File: src/hw/rtl/assert_macros.svh
// Assertion macros shared by the RTL files
`ifndef ASSERT_MACROS_SVH
`define ASSERT_MACROS_SVH
// Implication checked on every clock edge outside reset
`define ASSERT_IMP(label, clk, rst_n, ante, cons) \
	label: assert property (@(posedge clk) disable iff (!rst_n) (ante) |-> (cons)) \
		else $error("assertion failed");
// Next-cycle implication outside reset
`define ASSERT_NEXT(label, clk, rst_n, ante, cons) \
	label: assert property (@(posedge clk) disable iff (!rst_n) (ante) |=> (cons)) \
		else $error("assertion failed");
`endif

File: src/hw/rtl/oac_pkg.sv
// Package: constants and types of the overdrive chain
`timescale 1ns / 1ps
package oac_pkg;
	localparam int SampleWidthDef = 24;
	localparam int WordW = 32;
	localparam int CfgW = 24;
	localparam int IdxW = 3;
	localparam int SerW = 64;
	localparam int MulW = 32;
	localparam int CntW = 6;

	typedef enum logic [IdxW-1:0] {
		REG_HP_IN = 3'd0, REG_LP_IN = 3'd1, REG_HP_MID = 3'd2,
		REG_LP_OUT = 3'd3, REG_DRIVE = 3'd4, REG_LEVEL = 3'd5
	} reg_idx_t;

	// Request to the serial multiplier
	typedef struct packed {
		logic                   start;
		logic signed [SerW-1:0] mcand;
		logic [MulW-1:0]        mplier;
	} mul_req_t;

	function automatic logic signed [WordW-1:0] sat32(input logic signed [SerW-1:0] v);
		if (v > 64'sd2147483647) return 32'sh7fffffff;
		if (v < -64'sd2147483648) return 32'sh80000000;
		return v[WordW-1:0];
	endfunction
endpackage

File: src/hw/rtl/oac_stream_if.sv
// Valid/ready stream channel
`timescale 1ns / 1ps
interface oac_stream_if #(parameter int W = oac_pkg::SampleWidthDef);
	logic         valid;
	logic         ready;
	logic [W-1:0] data;
	modport source(output valid, output data, input ready);
	modport sink(input valid, input data, output ready);
endinterface

File: src/hw/rtl/oac_serial_mul.sv
// Shift-and-add multiplier: one multiplier bit per cycle
`timescale 1ns / 1ps
`include "assert_macros.svh"
module oac_serial_mul (
	input  logic                          clk,
	input  logic                          arst_n,
	input  oac_pkg::mul_req_t             req,
	output logic                          done,
	output logic signed [oac_pkg::SerW-1:0] product
);
	localparam int CW = oac_pkg::CntW;

	logic signed [oac_pkg::SerW-1:0] acc_q, mc_q;
	logic [oac_pkg::MulW-1:0] mp_q;
	logic [CW-1:0] cnt_q;
	logic          busy_q;

	always_ff @(posedge clk or negedge arst_n) begin
		if (!arst_n) begin
			busy_q <= 1'b0;
			cnt_q  <= '0;
			done   <= 1'b0;
		end else begin
			done <= 1'b0;
			if (req.start) begin
				busy_q <= 1'b1;
				cnt_q  <= CW'(oac_pkg::MulW);
			end else if (busy_q) begin
				cnt_q <= cnt_q - CW'(1);
				if (cnt_q == CW'(1)) begin
					busy_q <= 1'b0;
					done   <= 1'b1;
				end
			end
		end
	end

	// add when the low multiplier bit is set, then double the multiplicand and advance one bit
	always_ff @(posedge clk) begin
		if (req.start) begin
			acc_q <= '0;
			mc_q  <= req.mcand;
			mp_q  <= req.mplier;
		end else if (busy_q) begin
			if (mp_q[0]) acc_q <= acc_q + mc_q;
			mc_q <= mc_q <<< 1;
			mp_q <= mp_q >> 1;
		end
	end
	assign product = acc_q;

	`ASSERT_NEXT(a_done_pulse, clk, arst_n, done, !done)
	`ASSERT_IMP(a_no_restart, clk, arst_n, busy_q, !req.start)
endmodule

File: src/hw/rtl/oac_core.sv
// Sequencer of the filter and shaping chain around one serial multiplier
`timescale 1ns / 1ps
`include "assert_macros.svh"
module oac_core #(
	parameter int SAMPLE_WIDTH = oac_pkg::SampleWidthDef
) (
	input  logic                        clk,
	input  logic                        arst_n,
	input  logic                        cfg_we,
	input  logic [oac_pkg::IdxW-1:0]    cfg_index,
	input  logic [oac_pkg::CfgW-1:0]    cfg_data,
	input  logic                        in_valid,
	output logic                        in_ready,
	input  logic [SAMPLE_WIDTH-1:0]     in_data,
	output logic                        out_valid,
	input  logic                        out_ready,
	output logic [SAMPLE_WIDTH-1:0]     out_data
);
	localparam int W = oac_pkg::WordW;
	localparam int S = oac_pkg::SerW;
	localparam int M = oac_pkg::MulW;
	// sample format sits 25 - SAMPLE_WIDTH bits below the internal Q8.24
	localparam int ShUp = (SAMPLE_WIDTH <= 25) ? 25 - SAMPLE_WIDTH : 0;
	localparam int ShDn = (SAMPLE_WIDTH > 25) ? SAMPLE_WIDTH - 25 : 0;
	localparam logic signed [S-1:0] One = 64'sd16777216;
	localparam logic signed [S-1:0] SMax = (64'sd1 <<< (SAMPLE_WIDTH - 1)) - 64'sd1;
	localparam logic signed [S-1:0] SMin = -SMax - 64'sd1;
	localparam logic signed [W-1:0] NegQuarter = -32'sd4194304;
	localparam logic signed [W-1:0] NegOne = -32'sd16777216;
	localparam logic signed [W-1:0] PosOne = 32'sd16777216;
	localparam logic [16:0] HpBase = 17'd65536;

	typedef enum logic [4:0] {
		ST_IDLE, ST_HP1A, ST_HP1B, ST_LP1, ST_GAIN, ST_SQ1GO, ST_SQ1, ST_HP2GO,
		ST_HP2A, ST_HP2B, ST_DRV, ST_SQ2GO, ST_SQ2, ST_LP2GO, ST_LP2, ST_LVL,
		ST_CONV, ST_OUT
	} state_t;

	state_t state_q;
	logic [15:0] hp_in_q, lp_in_q, hp_mid_q, lp_out_q;
	logic [23:0] drive_q;
	logic [16:0] level_q;
	logic signed [W-1:0] x_q, hp1_x_q, hp1_y_q, lp1_y_q, hp2_x_q, hp2_y_q, lp2_y_q;
	logic signed [S-1:0] part_q;
	logic [SAMPLE_WIDTH-1:0] out_q;
	oac_pkg::mul_req_t req_q;
	logic mdone;
	logic signed [S-1:0] prod;
	logic signed [S-1:0] xin, x_abs, o, mc_d;
	logic [M-1:0] mp_d;
	logic issue;
	logic signed [W-1:0] x_in, hp_y, lp_y, shaped, clipped;

	oac_serial_mul u_mul (.clk, .arst_n, .req(req_q), .done(mdone), .product(prod));

	always_ff @(posedge clk or negedge arst_n) begin
		if (!arst_n) begin
			hp_in_q <= 16'd63000; lp_in_q <= 16'd39000; hp_mid_q <= 16'd65400;
			lp_out_q <= 16'd50000; drive_q <= 24'd65536; level_q <= 17'd65536;
		end else if (cfg_we) begin
			case (cfg_index)
				oac_pkg::REG_HP_IN:  hp_in_q  <= cfg_data[15:0];
				oac_pkg::REG_LP_IN:  lp_in_q  <= cfg_data[15:0];
				oac_pkg::REG_HP_MID: hp_mid_q <= cfg_data[15:0];
				oac_pkg::REG_LP_OUT: lp_out_q <= cfg_data[15:0];
				oac_pkg::REG_DRIVE:  drive_q  <= cfg_data;
				oac_pkg::REG_LEVEL:  level_q  <= cfg_data[16:0];
				default: ;
			endcase
		end
	end

	always_comb begin
		xin = (S'($signed(in_data)) <<< ShUp) >>> ShDn;
		x_in = oac_pkg::sat32(xin);
		hp_y = oac_pkg::sat32((part_q + prod) >>> 17);
		lp_y = oac_pkg::sat32(S'(x_q) + (prod >>> 16));
		x_abs = x_q[W-1] ? -S'(x_q) : S'(x_q);
		// flat below minus one half, x*x + x elsewhere
		if (S'(x_q) < -(One >>> 1)) shaped = NegQuarter;
		else shaped = oac_pkg::sat32((prod >>> 24) + S'(x_q));
		if (S'(x_q) < -One) clipped = NegOne;
		else if (x_q < 0) clipped = oac_pkg::sat32((prod >>> 24) + (S'(x_q) <<< 1));
		else if (S'(x_q) < One) clipped = oac_pkg::sat32((S'(x_q) <<< 1) - (prod >>> 24));
		else clipped = PosOne;
		o = (S'(x_q) >>> ShUp) <<< ShDn;
	end

	// operands of the next multiply
	always_comb begin
		issue = 1'b0;
		mc_d = '0;
		mp_d = '0;
		case (state_q)
			ST_IDLE: begin
				issue = in_valid;
				mc_d = S'(x_in) - S'(hp1_x_q);
				mp_d = M'(HpBase + 17'(hp_in_q));
			end
			ST_HP1A: begin
				issue = mdone;
				mc_d = S'(hp1_y_q) <<< 1;
				mp_d = M'(hp_in_q);
			end
			ST_HP1B: begin
				issue = mdone;
				mc_d = S'(lp1_y_q) - S'(hp_y);
				mp_d = M'(lp_in_q);
			end
			ST_SQ1GO, ST_SQ2GO: begin
				issue = 1'b1;
				mc_d = x_abs;
				mp_d = x_abs[M-1:0];
			end
			ST_HP2GO: begin
				issue = 1'b1;
				mc_d = S'(x_q) - S'(hp2_x_q);
				mp_d = M'(HpBase + 17'(hp_mid_q));
			end
			ST_HP2A: begin
				issue = mdone;
				mc_d = S'(hp2_y_q) <<< 1;
				mp_d = M'(hp_mid_q);
			end
			ST_HP2B: begin
				issue = mdone;
				mc_d = S'(hp_y);
				mp_d = M'(drive_q);
			end
			ST_LP2GO: begin
				issue = 1'b1;
				mc_d = S'(lp2_y_q) - S'(x_q);
				mp_d = M'(lp_out_q);
			end
			ST_LP2: begin
				issue = mdone;
				mc_d = S'(lp_y);
				mp_d = M'(level_q);
			end
			default: ;
		endcase
	end

	assign in_ready = (state_q == ST_IDLE);
	assign out_valid = (state_q == ST_OUT);
	assign out_data = out_q;

	always_ff @(posedge clk or negedge arst_n) begin
		if (!arst_n) begin
			state_q <= ST_IDLE; req_q <= '0; part_q <= '0; x_q <= '0; out_q <= '0;
			hp1_x_q <= '0; hp1_y_q <= '0; lp1_y_q <= '0;
			hp2_x_q <= '0; hp2_y_q <= '0; lp2_y_q <= '0;
		end else begin
			req_q.start <= issue;
			if (issue) begin
				req_q.mcand <= mc_d;
				req_q.mplier <= mp_d;
			end
			case (state_q)
				ST_IDLE: if (in_valid) begin
					x_q <= x_in;
					state_q <= ST_HP1A;
				end
				ST_HP1A: if (mdone) begin
					part_q <= prod;
					state_q <= ST_HP1B;
				end
				ST_HP1B: if (mdone) begin
					hp1_x_q <= x_q;
					hp1_y_q <= hp_y;
					x_q <= hp_y;
					state_q <= ST_LP1;
				end
				ST_LP1: if (mdone) begin
					lp1_y_q <= lp_y;
					x_q <= lp_y;
					state_q <= ST_GAIN;
				end
				// gain of five as a shift and an add
				ST_GAIN: begin
					x_q <= oac_pkg::sat32((S'(x_q) <<< 2) + S'(x_q));
					state_q <= ST_SQ1GO;
				end
				ST_SQ1GO: state_q <= ST_SQ1;
				ST_SQ1: if (mdone) begin
					x_q <= shaped;
					state_q <= ST_HP2GO;
				end
				ST_HP2GO: state_q <= ST_HP2A;
				ST_HP2A: if (mdone) begin
					part_q <= prod;
					state_q <= ST_HP2B;
				end
				ST_HP2B: if (mdone) begin
					hp2_x_q <= x_q;
					hp2_y_q <= hp_y;
					state_q <= ST_DRV;
				end
				ST_DRV: if (mdone) begin
					x_q <= oac_pkg::sat32(prod >>> 16);
					state_q <= ST_SQ2GO;
				end
				ST_SQ2GO: state_q <= ST_SQ2;
				ST_SQ2: if (mdone) begin
					x_q <= clipped;
					state_q <= ST_LP2GO;
				end
				ST_LP2GO: state_q <= ST_LP2;
				ST_LP2: if (mdone) begin
					lp2_y_q <= lp_y;
					state_q <= ST_LVL;
				end
				ST_LVL: if (mdone) begin
					x_q <= oac_pkg::sat32(prod >>> 16);
					state_q <= ST_CONV;
				end
				ST_CONV: begin
					if (o > SMax) out_q <= SMax[SAMPLE_WIDTH-1:0];
					else if (o < SMin) out_q <= SMin[SAMPLE_WIDTH-1:0];
					else out_q <= o[SAMPLE_WIDTH-1:0];
					state_q <= ST_OUT;
				end
				ST_OUT: if (out_ready) state_q <= ST_IDLE;
				default: state_q <= ST_IDLE;
			endcase
		end
	end

	`ASSERT_IMP(a_out_holds_input, clk, arst_n, out_valid, !in_ready)
	`ASSERT_NEXT(a_accept_starts, clk, arst_n, in_valid && in_ready, state_q == ST_HP1A && req_q.start)
	`ASSERT_NEXT(a_out_held, clk, arst_n, out_valid && !out_ready, out_valid && $stable(out_data))
endmodule

File: src/hw/rtl/overdrive_audio_chain.sv
// Top level of the quadratic overdrive chain
// An accepted input item runs through ten passes of the 32-bit serial multiplier
// and six further states: gain, four multiplier issue states and output conversion.
// A new item is accepted only after the result has been taken at the output.
// Reset: arst_n clears filter state and loads the register defaults at once.
`timescale 1ns / 1ps
module overdrive_audio_chain #(
	parameter int SAMPLE_WIDTH = oac_pkg::SampleWidthDef
) (
	input  logic                     clk,
	input  logic                     arst_n,
	input  logic                     cfg_we,
	input  logic [oac_pkg::IdxW-1:0] cfg_index,
	input  logic [oac_pkg::CfgW-1:0] cfg_data,
	oac_stream_if.sink               sample_in,
	oac_stream_if.source             sample_out
);
	oac_core #(.SAMPLE_WIDTH(SAMPLE_WIDTH)) u_core (
		.clk, .arst_n, .cfg_we, .cfg_index, .cfg_data,
		.in_valid(sample_in.valid), .in_ready(sample_in.ready), .in_data(sample_in.data),
		.out_valid(sample_out.valid), .out_ready(sample_out.ready),
		.out_data(sample_out.data)
	);
endmodule
File: src/flat_wrapper.sv
// flat-port wrapper written by rule: the top's interface ports become plain ports
module overdrive_audio_chain_flat 
#(
	parameter int SAMPLE_WIDTH = oac_pkg::SampleWidthDef
)
  (clk, arst_n, cfg_we, cfg_index, cfg_data, sample_in_valid, sample_in_data, sample_in_ready, sample_out_valid, sample_out_data, sample_out_ready);
  oac_stream_if sample_in_i ();
  oac_stream_if sample_out_i ();
  input  logic clk;
  input  logic arst_n;
  input  logic cfg_we;
  input  logic [oac_pkg::IdxW-1:0] cfg_index;
  input  logic [oac_pkg::CfgW-1:0] cfg_data;
  input wire logic [$bits(sample_in_i.valid)-1:0] sample_in_valid;
  input wire logic [$bits(sample_in_i.data)-1:0] sample_in_data;
  output wire logic [$bits(sample_in_i.ready)-1:0] sample_in_ready;
  output wire logic [$bits(sample_out_i.valid)-1:0] sample_out_valid;
  output wire logic [$bits(sample_out_i.data)-1:0] sample_out_data;
  input wire logic [$bits(sample_out_i.ready)-1:0] sample_out_ready;
  assign sample_in_i.valid = sample_in_valid;
  assign sample_in_i.data = sample_in_data;
  assign sample_in_ready = sample_in_i.ready;
  assign sample_out_valid = sample_out_i.valid;
  assign sample_out_data = sample_out_i.data;
  assign sample_out_i.ready = sample_out_ready;
  overdrive_audio_chain #(.SAMPLE_WIDTH(SAMPLE_WIDTH)) u_core (.clk(clk), .arst_n(arst_n), .cfg_we(cfg_we), .cfg_index(cfg_index), .cfg_data(cfg_data), .sample_in(sample_in_i), .sample_out(sample_out_i));
endmodule
File: config.mk
export PLATFORM = sky130hd
export DESIGN_NAME = overdrive_audio_chain_flat
export DESIGN_NICKNAME = d
export VERILOG_FILES = /design/src/hw/rtl/oac_pkg.sv /design/src/hw/rtl/oac_stream_if.sv /design/src/hw/rtl/oac_serial_mul.sv /design/src/hw/rtl/oac_core.sv /design/src/hw/rtl/overdrive_audio_chain.sv /design/src/flat_wrapper.sv
export VERILOG_INCLUDE_DIRS = /design/src /design/src/hw/rtl
export SDC_FILE = /design/constraint.sdc
export NUM_CORES = 2
export LEC_CHECK = 0
export BUFFER_PORTS_ARGS = -buffer_cell sky130_fd_sc_hd__buf_2
export CAP_MARGIN = 10
export CORE_UTILIZATION = 35
export CTS_BUF_LIST = sky130_fd_sc_hd__clkbuf_8
export DETAILED_ROUTE_END_ITERATION = 6
export PLACE_DENSITY_LB_ADDON = 0.1
export SLEW_MARGIN = 20
export SYNTH_ARGS = -nofsm -noshare
export SYNTH_HDL_FRONTEND = slang
export SYNTH_HIERARCHICAL = 1
export SYNTH_SLANG_ARGS = --single-unit
File: constraint.sdc
create_clock -name clk -period 8.6 [get_ports clk]
set_input_delay 1.72 -clock clk [delete_from_list [all_inputs] [get_ports clk]]
set_output_delay 1.72 -clock clk [all_outputs]
set_load 0.05 [all_outputs]
=== Word-level counts from Yosys, hierarchy flattened ===
Cells that the tools add are included.
W data, S select, Z words.

* Flip-flop bits (word level): 687
* Latch bits: 0
* RAM bits: 0
* ROM bits: 0
* Input bits: 56
* Output and inout port bits: 26
* Logic and storage cells: 242
* Memories: 0

* Add/sub/neg operators: 15
* Multipliers: 0
* Divide/modulo/power cells: 0
* Magnitude comparators: 22
* Equality and inequality tests: 35
* Shift-type cells: 0
* Multiplexer cells: 123
* Bitwise operators: 0
* Reductions and logical operators: 22

{| class="wikitable"
|+ Operators by type and width
! operator !! count
|-
| $mux W32 || 47
|-
| $pmux W64 S9 || 1
|-
| $pmux W32 S9 || 1
|-
| $pmux W32 S8 || 1
|-
| $mux W64 || 3
|-
| $sub A32 B32 Y33 || 4
|-
| $add A64 B64 Y64 || 2
|-
| $gt A41 B32 Y1 const B || 3
|-
| $lt A41 B32 Y1 const B || 3
|-
| $pmux W5 S18 || 1
|-
| $neg A32 Y64 || 1
|-
| $mux W5 || 12
|-
| $mux W1 || 52
|-
| $add A32 B48 Y49 || 1
|-
| $gt A49 B32 Y1 const B || 1
|-
| $lt A49 B32 Y1 const B || 1
|-
| $gt A48 B32 Y1 const B || 1
|-
| $lt A48 B32 Y1 const B || 1
|-
| $mux W24 || 2
|-
| $gt A47 B32 Y1 const B || 1
|-
| $lt A47 B32 Y1 const B || 1
|-
| $add A40 B32 Y41 || 1
|-
| $add A40 B33 Y41 || 1
|-
| $sub A33 B40 Y41 || 1
|-
| 36 further kinds || 74
|}

=== Longest topological paths before layout ===
* Depth after elaboration: 17
* Gate-level depth with buffers: 40
* Depth with buffers taken out: 34

=== Hierarchy ===
Netlist, hierarchy kept.

{| class="wikitable"
|+ By module, submodules not included
! module !! instances !! cells each !! area an instance (um^2) !! seq. area each (um^2)
|-
| oac_core || 1 || 5652 || 45605.0 || 13030.0
|-
| oac_serial_mul || 1 || 1065 || 10382.5 || 4364.2
|}

=== Worst setup path before layout ===
Ideal clock, no wire load.

* Kind: reg2reg
* Start: register u_core.u_core.u_mul.acc_q, in the netlist u_core/u_core/u_mul/product[24]
* End: register u_core/u_core/req_q[51] (netlist name)
* Setup time: 0.119 ns
* Arrival time: 7.316 ns
* Data required time: 8.481 ns
* Setup slack: 1.165 ns
* Stages on the path, launching flop included: 36
* Buffers on the path: 4
* Clock period less this slack: 7.435 ns
* Path through: dfxtp_1 ha_1 buf_2 a21oi_1 o21ai_0 a21oi_1 nand3_1 o31ai_1 mux2i_1 and3b_1 nand3_1 or4_1 buf_4 nand2_4 buf_4 clkbuf_1 a21oi_1 ha_1 a21o_1 a21o_1 a21oi_1 o21bai_1 a21o_1 a31o_2 and2_1 maj3_1 a211oi_1 o211ai_1 a21o_1 a41o_1 a21oi_1 a41oi_2 nor3_2 xor2_1 o221ai_1 o21a_1

* Word-level cells in the longest chain between the ends: 8
* Elaborated cells between the ends (all ways): 20
* Those cells by class: 3 x add/sub; 4 x order compare; 13 x mux

{| class="wikitable"
|+ RTL lines
! what !! RTL line !! RTL
|-
| start, declared || oac_serial_mul.sv:13 || <nowiki>logic signed [oac_pkg::SerW-1:0] acc_q, mc_q;</nowiki>
|-
| start signal, assigned || oac_serial_mul.sv:45 || <nowiki>if (mp_q[0]) acc_q <= acc_q + mc_q;</nowiki>
|-
| $add A64 B64 Y64 || oac_core.sv:76 || <nowiki>hp_y = oac_pkg::sat32((part_q + prod) >>> 17);</nowiki>
|-
| $lt A47 B32 Y1 || oac_pkg.sv:26 || <nowiki>if (v < -64'sd2147483648) return 32'sh80000000;</nowiki>
|-
| $mux W1 (2 in series) || oac_pkg.sv:26 ||
|-
| $mux W32 || oac_pkg.sv:27 || <nowiki>return v[WordW-1:0];</nowiki>
|-
| $mux W32 || oac_pkg.sv:26 ||
|-
| $sub A32 B32 Y33 || oac_core.sv:107 || <nowiki>mc_d = S'(lp1_y_q) - S'(hp_y);</nowiki>
|-
| $pmux W64 S9 (*) || oac_core.sv:94 || <nowiki>case (state_q)</nowiki>
|-
| end, declared || oac_core.sv:46 || <nowiki>oac_pkg::mul_req_t req_q;</nowiki>
|}

Every way passes the cells marked *; elsewhere a longest branch is shown, timed or not. The select of a mux whose other input is x is not followed.
A chain may end at the register's enable or synchronous reset.

=== Worst setup path after layout ===
* Start: register u_core.u_core.u_mul.acc_q, in the netlist u_core/u_core/u_mul/product[17]
* End: register u_core/u_core/req_q[64] (netlist name)

* Word-level cells in the longest chain between the ends: 8
* Elaborated cells between the ends (all ways): 20
* Those cells by class: 3 x add/sub; 4 x order compare; 13 x mux

{| class="wikitable"
|+ RTL lines
! what !! RTL line !! RTL
|-
| $add A64 B64 Y64 (*) || oac_core.sv:76 ||
|-
| $lt A47 B32 Y1 || oac_pkg.sv:26 ||
|-
| $mux W1 (2 in series) || oac_pkg.sv:26 ||
|-
| $mux W32 || oac_pkg.sv:27 ||
|-
| $mux W32 (*) || oac_pkg.sv:26 ||
|-
| net u_core.u_core.hp_y[0] || oac_core.sv:52 || <nowiki>logic signed [W-1:0] x_in, hp_y, lp_y, shaped, clipped;</nowiki>
|-
| $sub A32 B32 Y33 (*) || oac_core.sv:107 ||
|-
| $pmux W64 S9 (*) || oac_core.sv:94 ||
|}

The timed path passes the listed nets; every way through them passes the cells marked *. The select of a mux whose other input is x is not followed.

==> impl_metrics.json <==
{
  "outcome": "finished, final reports clean",
  "swShare_pct": 25.8,
  "r2r_cells": 35,
  "setup_tns_ns": 0,
  "std_cell_rows": 146,
  "wire_per_inst_um": 28.8,
  "synth_edf_count": 96,
  "grt_pass1_wl_mm": 372,
  "cts_buffers": 137,
  "comb_power_share_pct": 4.1,
  "start_util_pct": 35.3,
  "cpMaxStageDelayCell": "or4_1",
  "fillers": 16500,
  "routed_via_density": 6.02,
  "ys_seq_area_share_pct": 31.1,
  "worstMarginPinSlew_ns": 1.23,
  "synth.cell_area_mm2": 0.0560,
  "nNetsFinal": 7320,
  "drc_errors": 0,
  "fmax_mhz": 121,
  "register_area_mm2": 0.0174,
  "synth_cells": 6717,
  "fp.dieW_um": 402,
  "post-route-period-util_pct": 96.3,
  "finalClockSkew_ns": 0.0726,
  "synth_area_leaders": "dfrtp_1, ha_1, a21oi_1",
  "slowest_delay_ns": 0.66,
  "period_minus_slack_ns": 8.28,
  "dieArea_mm2": 0.162,
  "worstPathRequired_ns": 9.39,
  "p_clk_share_pct": 49.8,
  "holdPathStages": 1,
  "multi_input_area_mm2": 0.0364,
  "maxSlewViolCount": 0,
  "synth.most_common_cell": "a21oi_1",
  "yosysUniqueCellTypes": 128,
  "avgSynthCellArea_um2": 8.34,
  "cp.arrival_ns": 9.07,
  "top_usage_layer": "met2",
  "place.gp.congestion": 0.992,
  "vdd_ir_drop_max_mv": 0.150,
  "hold_violations": 0,
  "slew_headroom_pct": 17.5,
  "antenna_found_initial": 26,
  "p_switching_uw": 1940,
  "routed-via-count": 54200,
  "hpwlAfterDp_mm": 201,
  "first_pass_iters": 6,
  "drive_above_1_share_pct": 14.3,
  "drv_cap": 0,
  "start_kind": "register",
  "cts_tree": "built",
  "rsz0062_at_grt": "false",
  "yosys_warnings": 6,
  "grt_pass1_vias": 52000,
  "worstPathMaxFanout": 32,
  "h-tree-depth": 4,
  "grt_usage_pct": 31.3,
  "worstSkewPairLatency_ns": 0.91,
  "io_pins": 82,
  "grt_util_met1_pct": 40.8,
  "synth_top_area_share_pct": 22.0,
  "grt_max_degree": 120,
  "drtAntennaViolNets": 0,
  "internal_power_uw": 5600,
  "hold_path.class": "register to register",
  "async_flop_share_pct": 76.7,
  "clkSinkCount": 687,
  "leakage_uw": 0.0272,
  "die_h_um": 402,
  "end_kind": "register",
  "root_buffer": "clkbuf_8",
  "core_region_area_mm2": 0.159,
  "power_density_mw_per_mm2": 120,
  "instances_no_fill": 9017,
  "crit_path_frequent_cell": "a21oi_1",
  "syn_nets": 7213,
  "overflow": 0,
  "finalWirelength_mm": 259,
  "met2_usage_pct": 48.9,
  "synth_top_flop_cell": "dfrtp_1",
  "synth.largest_area_cell": "dfrtp_1",
  "ys_top_cells_by_count": "a21oi_1, nand2_1, o21ai_0, nor2_1, dfrtp_1",
  "io_buffers": 81,
  "syn_to_final_growth_pct": 12.0,
  "placedCellCount": 8756,
  "cts_buffer_depth": 3,
  "clk_transition_reported_paths_ns": 0.07,
  "seq_power_share_pct": 46.1,
  "drtIter0Drc": 5175,
  "grtUsageMet3_pct": 5.96,
  "worstSetupPathType": "register to register",
  "setup_viol": 0,
  "ys_seq_elements": 687
}
## layer usage
| layer | part of all wire [%] | up-vias |
|---|---|---|
| met5 | 0.027 | - |
| met3 | 7.4 | 549 |
| met1 | 42 | 26500 |
| li1 | - | 24900 |
| met2 | 44 | 2200 |
| met4 | 6.1 | 12 |
## worst paths after layout
| check | to | slack, ns | from |
|---|---|---|---|
| worst max register to register | u_core/u_core/req_q[64] | 0.32 | u_core/u_core/u_mul/product[17] |
| worst min register to register | u_core/u_core/req_q[31] | 0.47 | u_core/u_core/req_q[31] |
| min in group asynchronous | u_core/u_core/drive_q[4] | 0.81 | arst_n |
| worst min-delay path | u_core/u_core/req_q[31] | 0.47 | u_core/u_core/req_q[31] |
| worst max-delay path | u_core/u_core/req_q[64] | 0.32 | u_core/u_core/u_mul/product[17] |
| max in group asynchronous | u_core/u_core/x_q[31] | 6.38 | arst_n |
## cell families (layout without fill, tap and decap cells)
logic type,Yosys count,in the layout,share of synthesized area [%]
AOI/OAI and AO/OA,2285,2285,26.3
and+or+nand+nor,2040,2040,17.2
DFF,687,687,31.1
buffers and inverters,629,850,4.41
adders and majority gates,448,448,10.1
xor gates and xnor gates,375,375,5.88
muxes,253,253,5.05
other,0,7,0
## layout by cell type, fill, tap and decap left out, drive strengths merged, types with 44 or more instances in the layout
cell type  synthesis  final
nor2             533    533
nor3             110    110
o22ai             48     48
nand4            103    103
o21a              62     62
xnor2            261    261
nand3            143    143
inv              281    329
o211ai            55     55
a21oi            716    716
edfxtp            96     96
nand2            723    723
o21bai            88     88
a211oi            49     49
a221oi            49     49
ha               430    430
buf               59    310
o21ai            568    568
xor2             114    114
nand2b            65     65
dfrtp            493    493
dfxtp             64     64
or3               44     44
clkbuf           283    177
nor4              45     45
a21o             156    156
mux2             236    236
a31oi             73     73
nor2b             71     71
and3              61     61
## metrics by stage
stage          setup WS [ns]  hold slack [ns]  total power, uW  utilization, %  area [um2]
2_1_floorplan           1.16            0.440             3690               -       56000
3_3_place_gp           0.477            0.457             3840            37.6       59600
3_5_place_dp           0.389            0.463             3850            37.6       59600
4_1_cts                0.313            0.478             7660            39.5       62600
5_1_grt              0.00800            0.494             7830            39.5       62700
6_report               0.316            0.475             7540            39.6       62700
## flip-flops by register name (all words and copies together), names as in the netlist, 32 cells and up
| name | cells |
|---|---|
| u_core/u_core/hp1_y_q | 32 |
| u_core/u_core/u_mul/mp_q | 32 |
| u_core/u_core/lp2_y_q | 32 |
| u_core/u_core/u_mul/mc_q | 64 |
| u_core/u_core/req_q | 97 |
| u_core/u_core/lp1_y_q | 32 |
| u_core/u_core/u_mul/product | 64 |
| u_core/u_core/x_q | 32 |
| u_core/u_core/hp2_x_q | 32 |
| u_core/u_core/hp2_y_q | 32 |
| u_core/u_core/part_q | 64 |
| u_core/u_core/hp1_x_q | 32 |
## power by group through the flow
stage	sequential [uW]	clock (uW)	combinational (uW)
after detailed placement	3540	0	312
after global placement	3530	0	306
after global routing	3490	4000	340
after CTS	3480	3870	313
final	3480	3760	308
after floorplan	3520	0	171
## timing repair
action                     in CTS  in global routing
buffers inserted                0                  1
hold buffers                    0                  0
resized for setup               0                 13
setup endpoints to repair       0                 43
## worst max-delay path, delay by kind of cell (launching register included)
| family | cells | cell delay [ns] |
|---|---|---|
| AO/OA/AOI/OAI | 17 | 3.38 |
| adder cells (fa/ha/maj) | 3 | 1.04 |
| buffers and inverters | 2 | 0.25 |
| flip-flops | 1 | 0.46 |
| AND/OR/NAND/NOR | 13 | 2.96 |
## area by class of cell
type	instances	area share, %
Clock inverter	76	0.978
Timing Repair Buffer	310	3.50
Multi-Input combinational cell	5401	58.0
Sequential cell	687	27.7
Tap cell	2072	4.13
Inverter	287	1.72
Clock buffer	177	3.88
Antenna cell	7	0.0279
Note: power is estimated with default switching activity, not from simulation.
